[src/hdl/g2r_pkg.sv]
// Package for the glob to regex translator: character codes, the command
// record passed from the front end to the emitter, and the tail table.
// No dependencies.
package g2r_pkg;

    localparam int FIFO_DEPTH = 4;
    localparam int FIFO_AW    = $clog2(FIFO_DEPTH);

    localparam logic [7:0] C_CARET  = 8'h5E;
    localparam logic [7:0] C_BSLASH = 8'h5C;
    localparam logic [7:0] C_DOT    = 8'h2E;
    localparam logic [7:0] C_STAR   = 8'h2A;
    localparam logic [7:0] C_QMARK  = 8'h3F;
    localparam logic [7:0] C_BAR    = 8'h7C;
    localparam logic [7:0] C_PLUS   = 8'h2B;
    localparam logic [7:0] C_LPAREN = 8'h28;
    localparam logic [7:0] C_RPAREN = 8'h29;
    localparam logic [7:0] C_LBRACE = 8'h7B;
    localparam logic [7:0] C_RBRACE = 8'h7D;
    localparam logic [7:0] C_LBRACK = 8'h5B;
    localparam logic [7:0] C_RBRACK = 8'h5D;
    localparam logic [7:0] C_BANG   = 8'h21;
    localparam logic [7:0] C_NL     = 8'h0A;
    localparam logic [7:0] C_DOLLAR = 8'h24;

    // Number of bytes in the closing tail "(?!\n)$".
    localparam logic [2:0] C_TAIL_LEN = 3'd6;

    // One classified item: which bytes the emitter still has to produce.
    typedef struct packed {
        logic       caret;     // leading '^' of a new pattern
        logic       pre_en;    // a prefix byte comes before the body
        logic       pre_dot;   // prefix is '.', otherwise a backslash
        logic       body_en;   // the body byte is present
        logic [7:0] body_char;
        logic       tail;      // closing tail follows
    } t_cmd;

    // Tail byte selected by the number of tail bytes still to go.
    function automatic logic [7:0] tail_byte(input logic [2:0] remaining);
        logic [7:0] b;
        b = C_DOLLAR;
        unique case (remaining)
            3'd6:    b = C_LPAREN;
            3'd5:    b = C_QMARK;
            3'd4:    b = C_BANG;
            3'd3:    b = C_NL;
            3'd2:    b = C_RPAREN;
            default: b = C_DOLLAR;
        endcase
        return b;
    endfunction

endpackage

[src/hdl/glob_to_regex_translator.sv]
// Channel   | Direction | Handshake        | Payload
// glob in   | input     | i_push / o_full  | i_ch, i_end_of_pattern
// regex out | output    | o_empty / i_pop  | o_out_char, o_last
//
// Each accepted item yields zero to three regex bytes for a character and
// up to eight for the end item; the emitter produces one byte per cycle
// while the receiver takes them, which sets the sustained rate.
// The front end takes one item per cycle while the four-entry command queue
// has room. Results pass the queue, the emitter and the output register.
// Synchronous reset clears the pattern state, the queue and the output stage.
// Top level: front end, command queue and emitter. Depends on g2r_pkg and
// the g2r_front, g2r_fifo and g2r_back modules.
module glob_to_regex_translator (
    input  logic       i_clk,
    input  logic       i_rst_n,
    input  logic       i_push,
    output logic       o_full,
    input  logic [7:0] i_ch,
    input  logic       i_end_of_pattern,
    output logic       o_empty,
    input  logic       i_pop,
    output logic [7:0] o_out_char,
    output logic       o_last
);
    import g2r_pkg::*;

    t_cmd front_cmd;
    t_cmd queue_cmd;
    logic front_push;
    logic queue_full;
    logic queue_empty;
    logic queue_pop;

    g2r_front u_front (
        .i_clk            (i_clk),
        .i_rst_n          (i_rst_n),
        .i_push           (i_push),
        .i_ch             (i_ch),
        .i_end_of_pattern (i_end_of_pattern),
        .i_full           (queue_full),
        .o_cmd_push       (front_push),
        .o_cmd            (front_cmd)
    );

    g2r_fifo u_fifo (
        .i_clk   (i_clk),
        .i_rst_n (i_rst_n),
        .i_push  (front_push),
        .i_cmd   (front_cmd),
        .o_full  (queue_full),
        .i_pop   (queue_pop),
        .o_cmd   (queue_cmd),
        .o_empty (queue_empty)
    );

    g2r_back u_back (
        .i_clk       (i_clk),
        .i_rst_n     (i_rst_n),
        .i_cmd       (queue_cmd),
        .i_cmd_empty (queue_empty),
        .o_cmd_pop   (queue_pop),
        .i_pop       (i_pop),
        .o_empty     (o_empty),
        .o_out_char  (o_out_char),
        .o_last      (o_last)
    );

    assign o_full = queue_full;

endmodule

[src/hdl/g2r_front.sv]
// Front end of the translator: takes glob bytes, keeps the pattern state
// and turns each byte into a command record for the emitter.
// Depends on g2r_pkg.
module g2r_front (
    input  logic           i_clk,
    input  logic           i_rst_n,
    input  logic           i_push,
    input  logic [7:0]     i_ch,
    input  logic           i_end_of_pattern,
    input  logic           i_full,
    output logic           o_cmd_push,
    output g2r_pkg::t_cmd  o_cmd
);
    import g2r_pkg::*;

    logic r_pending;
    logic r_started;
    logic n_pending;
    logic n_started;
    logic emit;
    logic accept;
    t_cmd cmd;

    assign accept = i_push && !i_full;

    always_comb begin
        cmd           = '0;
        cmd.caret     = !r_started;
        cmd.body_char = i_ch;
        emit          = 1'b1;
        n_pending     = 1'b0;
        n_started     = 1'b1;
        if (i_end_of_pattern) begin
            cmd.pre_en = r_pending;
            cmd.tail   = 1'b1;
            n_started  = 1'b0;
        end else begin
            unique case (i_ch) inside
                C_BSLASH: begin
                    if (r_pending) begin
                        cmd.pre_en  = 1'b1;
                        cmd.body_en = 1'b1;
                    end else begin
                        n_pending = 1'b1;
                        // Nothing to send unless this opens a pattern.
                        emit      = !r_started;
                    end
                end
                C_STAR: begin
                    cmd.pre_en  = 1'b1;
                    cmd.pre_dot = !r_pending;
                    cmd.body_en = 1'b1;
                end
                C_QMARK: begin
                    cmd.pre_en  = r_pending;
                    cmd.body_en = 1'b1;
                    if (!r_pending) begin
                        cmd.body_char = C_DOT;
                    end
                end
                C_DOT, C_BAR, C_PLUS, C_LPAREN, C_RPAREN, C_LBRACE, C_RBRACE: begin
                    cmd.pre_en  = 1'b1;
                    cmd.body_en = 1'b1;
                end
                C_LBRACK, C_RBRACK: begin
                    cmd.pre_en  = r_pending;
                    cmd.body_en = 1'b1;
                end
                default: begin
                    cmd.body_en = 1'b1;
                end
            endcase
        end
    end

    assign o_cmd      = cmd;
    assign o_cmd_push = accept && emit;

    always_ff @(posedge i_clk) begin
        if (!i_rst_n) begin
            r_pending <= 1'b0;
            r_started <= 1'b0;
        end else if (accept) begin
            r_pending <= n_pending;
            r_started <= n_started;
        end
    end

endmodule

[src/hdl/g2r_fifo.sv]
// Short command queue between the front end and the emitter.
// Depends on g2r_pkg.
module g2r_fifo (
    input  logic           i_clk,
    input  logic           i_rst_n,
    input  logic           i_push,
    input  g2r_pkg::t_cmd  i_cmd,
    output logic           o_full,
    input  logic           i_pop,
    output g2r_pkg::t_cmd  o_cmd,
    output logic           o_empty
);
    import g2r_pkg::*;

    t_cmd               r_mem [FIFO_DEPTH];
    logic [FIFO_AW-1:0] r_wr_ptr;
    logic [FIFO_AW-1:0] r_rd_ptr;
    logic [FIFO_AW:0]   r_count;
    logic               do_push;
    logic               do_pop;

    assign o_full  = (r_count == FIFO_AW'(0) + (FIFO_AW+1)'(FIFO_DEPTH));
    assign o_empty = (r_count == '0);
    assign do_push = i_push && !o_full;
    assign do_pop  = i_pop && !o_empty;
    assign o_cmd   = r_mem[r_rd_ptr];

    always_ff @(posedge i_clk) begin
        if (do_push) begin
            r_mem[r_wr_ptr] <= i_cmd;
        end
    end

    always_ff @(posedge i_clk) begin
        if (!i_rst_n) begin
            r_wr_ptr <= '0;
            r_rd_ptr <= '0;
            r_count  <= '0;
        end else begin
            if (do_push) begin
                r_wr_ptr <= r_wr_ptr + 1'b1;
            end
            if (do_pop) begin
                r_rd_ptr <= r_rd_ptr + 1'b1;
            end
            if (do_push && !do_pop) begin
                r_count <= r_count + 1'b1;
            end else if (do_pop && !do_push) begin
                r_count <= r_count - 1'b1;
            end
        end
    end

endmodule

[src/hdl/g2r_back.sv]
// Emitter of the translator: works through one command record at a time,
// producing one regex byte per cycle unless the output register is stalled.
// Depends on g2r_pkg.
module g2r_back (
    input  logic           i_clk,
    input  logic           i_rst_n,
    input  g2r_pkg::t_cmd  i_cmd,
    input  logic           i_cmd_empty,
    output logic           o_cmd_pop,
    input  logic           i_pop,
    output logic           o_empty,
    output logic [7:0]     o_out_char,
    output logic           o_last
);
    import g2r_pkg::*;

    logic       r_caret;
    logic       r_pre;
    logic       r_pre_dot;
    logic       r_body;
    logic [7:0] r_body_char;
    logic [2:0] r_tail_cnt;
    logic       r_out_valid;
    logic [7:0] r_out_char;
    logic       r_out_last;

    logic       n_caret;
    logic       n_pre;
    logic       n_body;
    logic [2:0] n_tail_cnt;
    logic [7:0] emit_char;
    logic       emit_last;
    logic       active;
    logic       advance;
    logic       rest_empty;
    logic       load;

    assign active  = r_caret || r_pre || r_body || (r_tail_cnt != '0);
    assign advance = !r_out_valid || i_pop;

    // Pick the first outstanding byte and work out what is left after it.
    always_comb begin
        n_caret    = r_caret;
        n_pre      = r_pre;
        n_body     = r_body;
        n_tail_cnt = r_tail_cnt;
        emit_char  = tail_byte(r_tail_cnt);
        emit_last  = 1'b0;
        if (r_caret) begin
            emit_char = C_CARET;
            n_caret   = 1'b0;
        end else if (r_pre) begin
            emit_char = r_pre_dot ? C_DOT : C_BSLASH;
            n_pre     = 1'b0;
        end else if (r_body) begin
            emit_char = r_body_char;
            n_body    = 1'b0;
        end else if (r_tail_cnt != '0) begin
            emit_last  = (r_tail_cnt == 3'd1);
            n_tail_cnt = r_tail_cnt - 1'b1;
        end
    end

    assign rest_empty = !(n_caret || n_pre || n_body || (n_tail_cnt != '0));
    assign load       = (!active || (advance && rest_empty)) && !i_cmd_empty;
    assign o_cmd_pop  = load;

    always_ff @(posedge i_clk) begin
        if (!i_rst_n) begin
            r_caret     <= 1'b0;
            r_pre       <= 1'b0;
            r_body      <= 1'b0;
            r_tail_cnt  <= '0;
            r_out_valid <= 1'b0;
        end else begin
            if (load) begin
                r_caret     <= i_cmd.caret;
                r_pre       <= i_cmd.pre_en;
                r_pre_dot   <= i_cmd.pre_dot;
                r_body      <= i_cmd.body_en;
                r_body_char <= i_cmd.body_char;
                r_tail_cnt  <= i_cmd.tail ? C_TAIL_LEN : 3'd0;
            end else if (advance && active) begin
                r_caret    <= n_caret;
                r_pre      <= n_pre;
                r_body     <= n_body;
                r_tail_cnt <= n_tail_cnt;
            end
            if (advance) begin
                r_out_valid <= active;
                r_out_char  <= emit_char;
                r_out_last  <= emit_last;
            end
        end
    end

    assign o_empty    = !r_out_valid;
    assign o_out_char = r_out_char;
    assign o_last     = r_out_last;

endmodule

[config.mk]
export PLATFORM = sky130hd
export DESIGN_NAME = glob_to_regex_translator
export DESIGN_NICKNAME = d
export VERILOG_FILES = /design/src/hdl/g2r_pkg.sv /design/src/hdl/glob_to_regex_translator.sv /design/src/hdl/g2r_front.sv /design/src/hdl/g2r_fifo.sv /design/src/hdl/g2r_back.sv
export SDC_FILE = /design/constraint.sdc
export NUM_CORES = 1
export LEC_CHECK = 0
export BUFFER_PORTS_ARGS = -buffer_cell sky130_fd_sc_hd__buf_2
export CAP_MARGIN = 20
export CORE_ASPECT_RATIO = 2
export CORE_UTILIZATION = 50
export CTS_CLUSTER_SIZE = 28
export DETAILED_ROUTE_END_ITERATION = 7
export PLACE_DENSITY_LB_ADDON = 0.2
export SYNTH_ARGS = -nofsm -noshare
export SYNTH_HDL_FRONTEND = slang
export SYNTH_SLANG_ARGS = --single-unit
export TNS_END_PERCENT = 1
[constraint.sdc]
create_clock -name i_clk -period 3.8 [get_ports i_clk]
set_input_delay 0.19 -clock i_clk [delete_from_list [all_inputs] [get_ports i_clk]]
set_output_delay 0.19 -clock i_clk [all_outputs]
set_load 0.01 [all_outputs]
==> results of run 1 <==
-- state kept, by name (all words and copies together), names as in the netlist, 2 cells and up, named ones only --
register / count
u_back.o_out_char: 8
u_back.r_body_char: 8
u_back.r_tail_cnt: 3
u_fifo.r_count: 3
u_fifo.r_mem: 52
u_fifo.r_rd_ptr: 2
u_fifo.r_wr_ptr: 2
-- placed cells by master (no fill, tap or decap), types with 2 or more instances in the layout --
| master | instances |
|---|---|
| edfxtp_1 | 70 |
| buf_2 | 23 |
| nand2_1 | 18 |
| dfxtp_1 | 18 |
| inv_1 | 13 |
| mux4_2 | 13 |
| a21oi_1 | 12 |
| o21ai_0 | 12 |
| ha_1 | 12 |
| nor2_1 | 11 |
| nand3_1 | 10 |
| nor2b_1 | 9 |
| clkbuf_16 | 9 |
| and2_1 | 7 |
| nor3_1 | 6 |
| nand2b_1 | 5 |
| o211ai_1 | 5 |
| or3_1 | 4 |
| and2_2 | 4 |
| xnor2_1 | 4 |
| mux2i_1 | 4 |
| inv_6 | 4 |
| and3_1 | 3 |
| nand4_1 | 3 |
| a21oi_2 | 2 |
| nand3b_1 | 2 |
| mux2_2 | 2 |
| a2bb2oi_1 | 2 |
| a21boi_0 | 2 |
| a21o_1 | 2 |
| inv_8 | 2 |
-- cells by family after synthesis --
family	after synthesis
adders and majority gates	13
DFF	88
and+or+nand+nor	90
AOI/OAI and AO/OA	50
xor gates and xnor gates	4
muxes	19
buffers and inverters	30
-- cells in the mapped netlist, drive strengths merged (4+ instances only) --
library cell and count:
edfxtp 70, nor3 7, clkbuf 10, mux4 13
buf 6, a21oi 14, inv 13, o21ai 12
ha 12, nor2 11, xnor2 4, mux2i 4
o211ai 6, dfxtp 18, and2 11, nor2b 9
nand2b 5, or3 4, nand3 10, nand2 18
-- report_power, final --
part / switching (uW) / internal (uW)
clock: 392 / 462
combinational: 576 / 470
sequential: 177 / 1290
-- per-layer routing --
metal	share of wire [%]	vias up	global-route usage, %
met5	0	-	0
met2	56	57	34.1
li1	-	1152	-
met3	2.5	26	3.35
met1	36	1142	18.2
met4	5.1	0	13.7
-- worst reg2reg max path, cell delays in order, from the launching register on --
cell      delay (ns)
dfxtp_1         0.50
inv_1           0.16
ha_1            0.31
nor3_1          0.16
o211ai_1        0.13
a21oi_2         0.35
a21oi_2         0.13
ha_1            0.26
fa_1            0.40
xnor2_1         0.15
or3_1           0.30
a21boi_0        0.16
-- layout make-up --
class	instances	area, um^2	area share (%)
flip-flops and latches	88	2460	54.8
multi-input cells	176	1450	32.2
clock buffers	9	225	5.02
repair buffers	24	123	2.73
well taps	96	120	2.68
clock inverters	7	65.1	1.45
inverters	13	48.8	1.09
-- stage by stage --
stage	instances	instance area [um^2]	setup WS (ns)	hold slack, ns	utilization [%]
2_1_floorplan	294	4040	1.06	0.289	-
3_3_place_gp	397	4200	0.862	0.436	53.3
3_5_place_dp	397	4200	0.733	0.444	53.3
4_1_cts	413	4490	0.720	0.0889	56.9
5_1_grt	413	4490	0.481	0.101	56.9
6_report	413	4490	0.725	0.0948	56.9
-- final timing paths --
check	start	end	slack, ns	cells past startpoint
worst max-delay path	u_back.r_tail_cnt[0]	u_fifo.r_count[2]	0.72	11
worst min-delay path	i_ch[7]	u_fifo.r_mem[1][8]	0.09	1
worst max register to register	u_back.r_tail_cnt[0]	u_fifo.r_count[2]	0.72	11
worst min register to register	u_fifo.r_wr_ptr[1]	u_fifo.r_wr_ptr[1]	0.49	2
==> metrics.cfg, run 1 <==
[synth]
synth_top_area_cell=edfxtp_1
syn_area_per_cell_um2=13.7
synthDominantCellAreaShare_pct=52.0
synthMuxAreaShare_pct=8.79
synth_top_family_by_area=simple AND/OR/NAND/NOR gates
syn_nets=320
ys_seq_area_share_pct=60.9
synth_adder_area_share_pct=4.21
synthDistinctLibCells=54
synth_area_leaders=edfxtp_1 52%, dfxtp_1 8.9%, mux4_2 7.2%, ha_1 3.7%, nand2_1 1.7%
synth_area_um2=4040
synth_compound_area_share_pct=9.13
synth-simple-area-share_pct=12.8
synth_edf_count=70
yosysWarnings=0
synthCells=294
synthFlopType=edfxtp_1
ys_seq_elements=88
async_reset_ff_share_pct=0
synthXorXnorAreaFrac_pct=0.867

[route]
vias=2377
routed_via_density=5.76
postRouteAntennaNets=0
routedWlPerCell_um=17.2
finalWirelength_um=7110
dr.pass1.iters=4
route.detailed.drc=0
drt_iter0_markers=194

[die]
die-area_um2=8470
io_pins=24
start_util_pct=51.3
die_x_um=65.6
die_h_um=129
rows=46
core_area_um2=7890

[worst_setup_path]
crit_family=adder cells
worstPathRequired_ns=4.06
arrival_ns=3.34
critPathLaunchType=register
cp_max_fo=10
critPathKind=reg2reg
end_kind=register
critPathMaxStageDelay_ns=0.50
path_cells=inv_1, ha_1, nor3_1, o211ai_1, a21oi_2, a21oi_2, ha_1, fa_1, xnor2_1, or3_1, a21boi_0
slowest_stage=dfxtp_1
timing.critical_path.buf_inv=1

[min_path]
worstHoldPathType=in2reg

[clock_network]
cts_sinks=88
cts_hold_buf=0
clock_path_buffers=2
clk_latency_ns=0.33
cts_root_buf=clkbuf_16
cts_tree=yes
cts_inserted_buffers=9
cts_setup_buffers=0
cts_resized=0
path_clk_slew_ns=0.07
htreeDepth=3

[sta]
fin_crit_sh_pct=80.9
fin_setup_tns_ns=0
hold_viol_final=0
finalMaxSlewViolations=0
slew_headroom_pct=40.1
period_minus_slack_ns=3.08
finClkSkew_ns=0.00604
setup_viol=0
rsz0062_at_grt=false
tightest_slew_ns=0.897
max_freq_mhz=325

[pwr]
power_density_nw_per_um2=750
p_leak_uw=0.00157
ir_worst_vdd_uv=380
p_total_uw=3370

[placement]
hpwlAfterDp_um=5100
gp_congestion=0.795
port_buffers=23

[grt]
gr-total-overflow=0
grt_use_total_pct=18.7
grt_pass1_vias=2362
grt_max_degree=26
grt_antenna_before_repair=0
grt_pass1_wl_um=11400

[run]
drv_cap=0

[layout]
layout.nets=338
diodes=0
syn_to_final_growth_pct=11.1
fill_cells=612
drive_gt1_share_pct=21.8

[run_status]
outcome=completed

Power figures use the tool's default switching activity.
==> inputs of run 2 (changes only) <==
clock period = 2.8 ns   (was 3.8 ns; I/O delays follow)
==> metrics.cfg, run 2 (synthesized netlist as in run 1, its figures left out) <==
[grt]
grt-busiest-layer=met2  ; unchanged
grt_pass1_wl_um=12000  ; was 11400 um
grt_pass1_vias=2519  ; was 2362
use_met2_pct=36.4  ; was 34.1%
grt_max_degree=26  ; unchanged
grt_antenna_before_repair=0  ; unchanged
met3_usage_pct=3.52  ; was 3.35%
grt_use_total_pct=19.9  ; was 18.7%
grt_util_met1_pct=19.5  ; was 18.2%
gr-total-overflow=0  ; unchanged

[clock_network]
cts_root_buf=clkbuf_16  ; unchanged
cts_inserted_buffers=9  ; unchanged
cts_tree=yes  ; unchanged
clock_path_buffers=2  ; unchanged
clk_latency_ns=0.34  ; was 0.33 ns
cts_sinks=88  ; unchanged
htreeDepth=3  ; unchanged
path_clk_slew_ns=0.07  ; about the same
cts_setup_buffers=0  ; unchanged

[sta]
hold_viol_final=0  ; unchanged
slew_headroom_pct=47.0  ; was 40.1%
tightest_slew_ns=0.794  ; was 0.897 ns
finalMaxSlewViolations=0  ; unchanged
max_freq_mhz=391  ; was 325 MHz
rsz0062_at_grt=false  ; unchanged
setup_viol=0  ; unchanged
fin_setup_tns_ns=0  ; unchanged
finClkSkew_ns=0.00663  ; was 0.00604 ns
period_minus_slack_ns=2.56  ; was 3.08 ns
fin_crit_sh_pct=91.3  ; was 80.9%

[pwr]
power_density_nw_per_um2=1020  ; was 750 nW/um^2
ir_worst_vdd_uv=538  ; was 380 uV
p_total_uw=4710  ; was 3370 uW
p_leak_uw=0.00165  ; was 0.00157 uW

[route]
dr.pass1.iters=4  ; unchanged
routed_via_density=5.73  ; was 5.76
routedWlPerCell_um=17.3  ; was 17.2 um
drt_iter0_markers=127  ; was 194
postRouteAntennaNets=0  ; unchanged
finalWirelength_um=7390  ; was 7110 um
route.detailed.drc=0  ; unchanged
vias=2453  ; was 2377

[min_path]
worstHoldPathType=in2reg  ; unchanged

[die]
core_area_um2=7890  ; unchanged
die_x_um=65.6  ; unchanged
die-area_um2=8470  ; unchanged
rows=46  ; unchanged
die_h_um=129  ; unchanged
io_pins=24  ; unchanged
start_util_pct=51.3  ; unchanged

[run]
drv_cap=0  ; unchanged

[worst_setup_path]
reg2reg_slack_ns=0.24  ; was 0.72 ns
arrival_ns=2.82  ; was 3.34 ns
critPathKind=reg2reg  ; unchanged
critPathLaunchType=register  ; unchanged
cp_max_fo=6  ; was 10
worstPathRequired_ns=3.07  ; was 4.06 ns
end_kind=register  ; unchanged

[run_status]
outcome=completed  ; unchanged

[layout]
stdcell_area_um2=4610  ; was 4490 um^2
drive_gt1_share_pct=25.6  ; was 21.8%
top_register=u_fifo.r_mem  ; unchanged
layout_common_cells=70 x edfxtp_1, 23 x buf_2, 18 x nand2_1, 18 x dfxtp_1, 16 x buf_4  ; was 70 x edfxtp_1, 23 x buf_2, 18 x nand2_1, 18 x dfxtp_1
syn_to_final_growth_pct=14.1  ; was 11.1%
final_common_cell=edfxtp_1  ; unchanged
layout.nets=353  ; was 338
fin_util_pct=58.5  ; was 56.9%
largest_register_ffs=52  ; unchanged
diodes=0  ; unchanged

[placement]
dpl_cell_area_um2=4310  ; was 4200 um^2
gp_congestion=0.837  ; was 0.795
port_buffers=23  ; unchanged
hpwlAfterDp_um=5580  ; was 5100 um

## run 2: cell count changes in the layout (fill, tap and decap cells not counted), sizes merged
cell / previous run / this run
inv: 19 / 17
clkinv: 0 / 3
buf: 24 / 39
clkinvlp: 1 / 0
## run 2: worst paths after layout
path | from | depth (start not counted) | to
worst max-delay path | u_back.r_tail_cnt[1] | 11 | u_fifo.r_count[2]
worst min-delay path | i_ch[7] | 1 | u_fifo.r_mem[2][8]
worst max register to register | u_back.r_tail_cnt[1] | 11 | u_fifo.r_count[2]
worst min register to register | u_fifo.r_wr_ptr[1] | 2 | u_fifo.r_wr_ptr[1]
## run 2: final cells by class
class	instances	area, um^2
multi-input combinational	176	1450
sequential	88	2460
clock inverter	7	73.8
clock buffer	9	225
fill	627	3270
timing repair buffer	39	235
tap	96	120
inverter	13	48.8
## run 2: power by group
group | internal, uW | switching [uW] | total (uW)
Combinational | 760 | 882 | 1640
Sequential | 1750 | 154 | 1910
Clock | 630 | 532 | 1160
Total | 3140 | 1570 | 4710
## run 2: metrics by stage
step	setup slack [ns]	cells	hold WS [ns]
2_1_floorplan	0.0628	294	0.239
5_1_grt	0.0392	428	0.0306
6_report	0.243	428	0.0406
4_1_cts	0.170	428	0.0352
3_5_place_dp	0.190	412	0.390
3_3_place_gp	0.279	412	0.385
## run 2: what timing repair did
action,in CTS,in global routing
gates resized for setup,0,1
hold buffers,0,0
setup endpoints to repair,0,1
## run 2: metal layers
layer / wire length [um] / vias up / part of all wire [%]
met5: 0 / - / 0
met2: 4230 / 51 / 57
met3: 157 / 28 / 2.1
li1: - / 1175 / -
met1: 2660 / 1199 / 36
met4: 346 / 0 / 4.7
## run 2: critical path, stage by stage (launching register included)
cell and delay [ns]:
dfxtp_1 0.31, inv_1 0.11, ha_2 0.26, nor2b_1 0.21, o21ai_0 0.16, o311ai_4 0.11
a21oi_2 0.11, ha_1 0.25, fa_1 0.39, xnor2_1 0.14, or3_1 0.30, a21boi_0 0.15
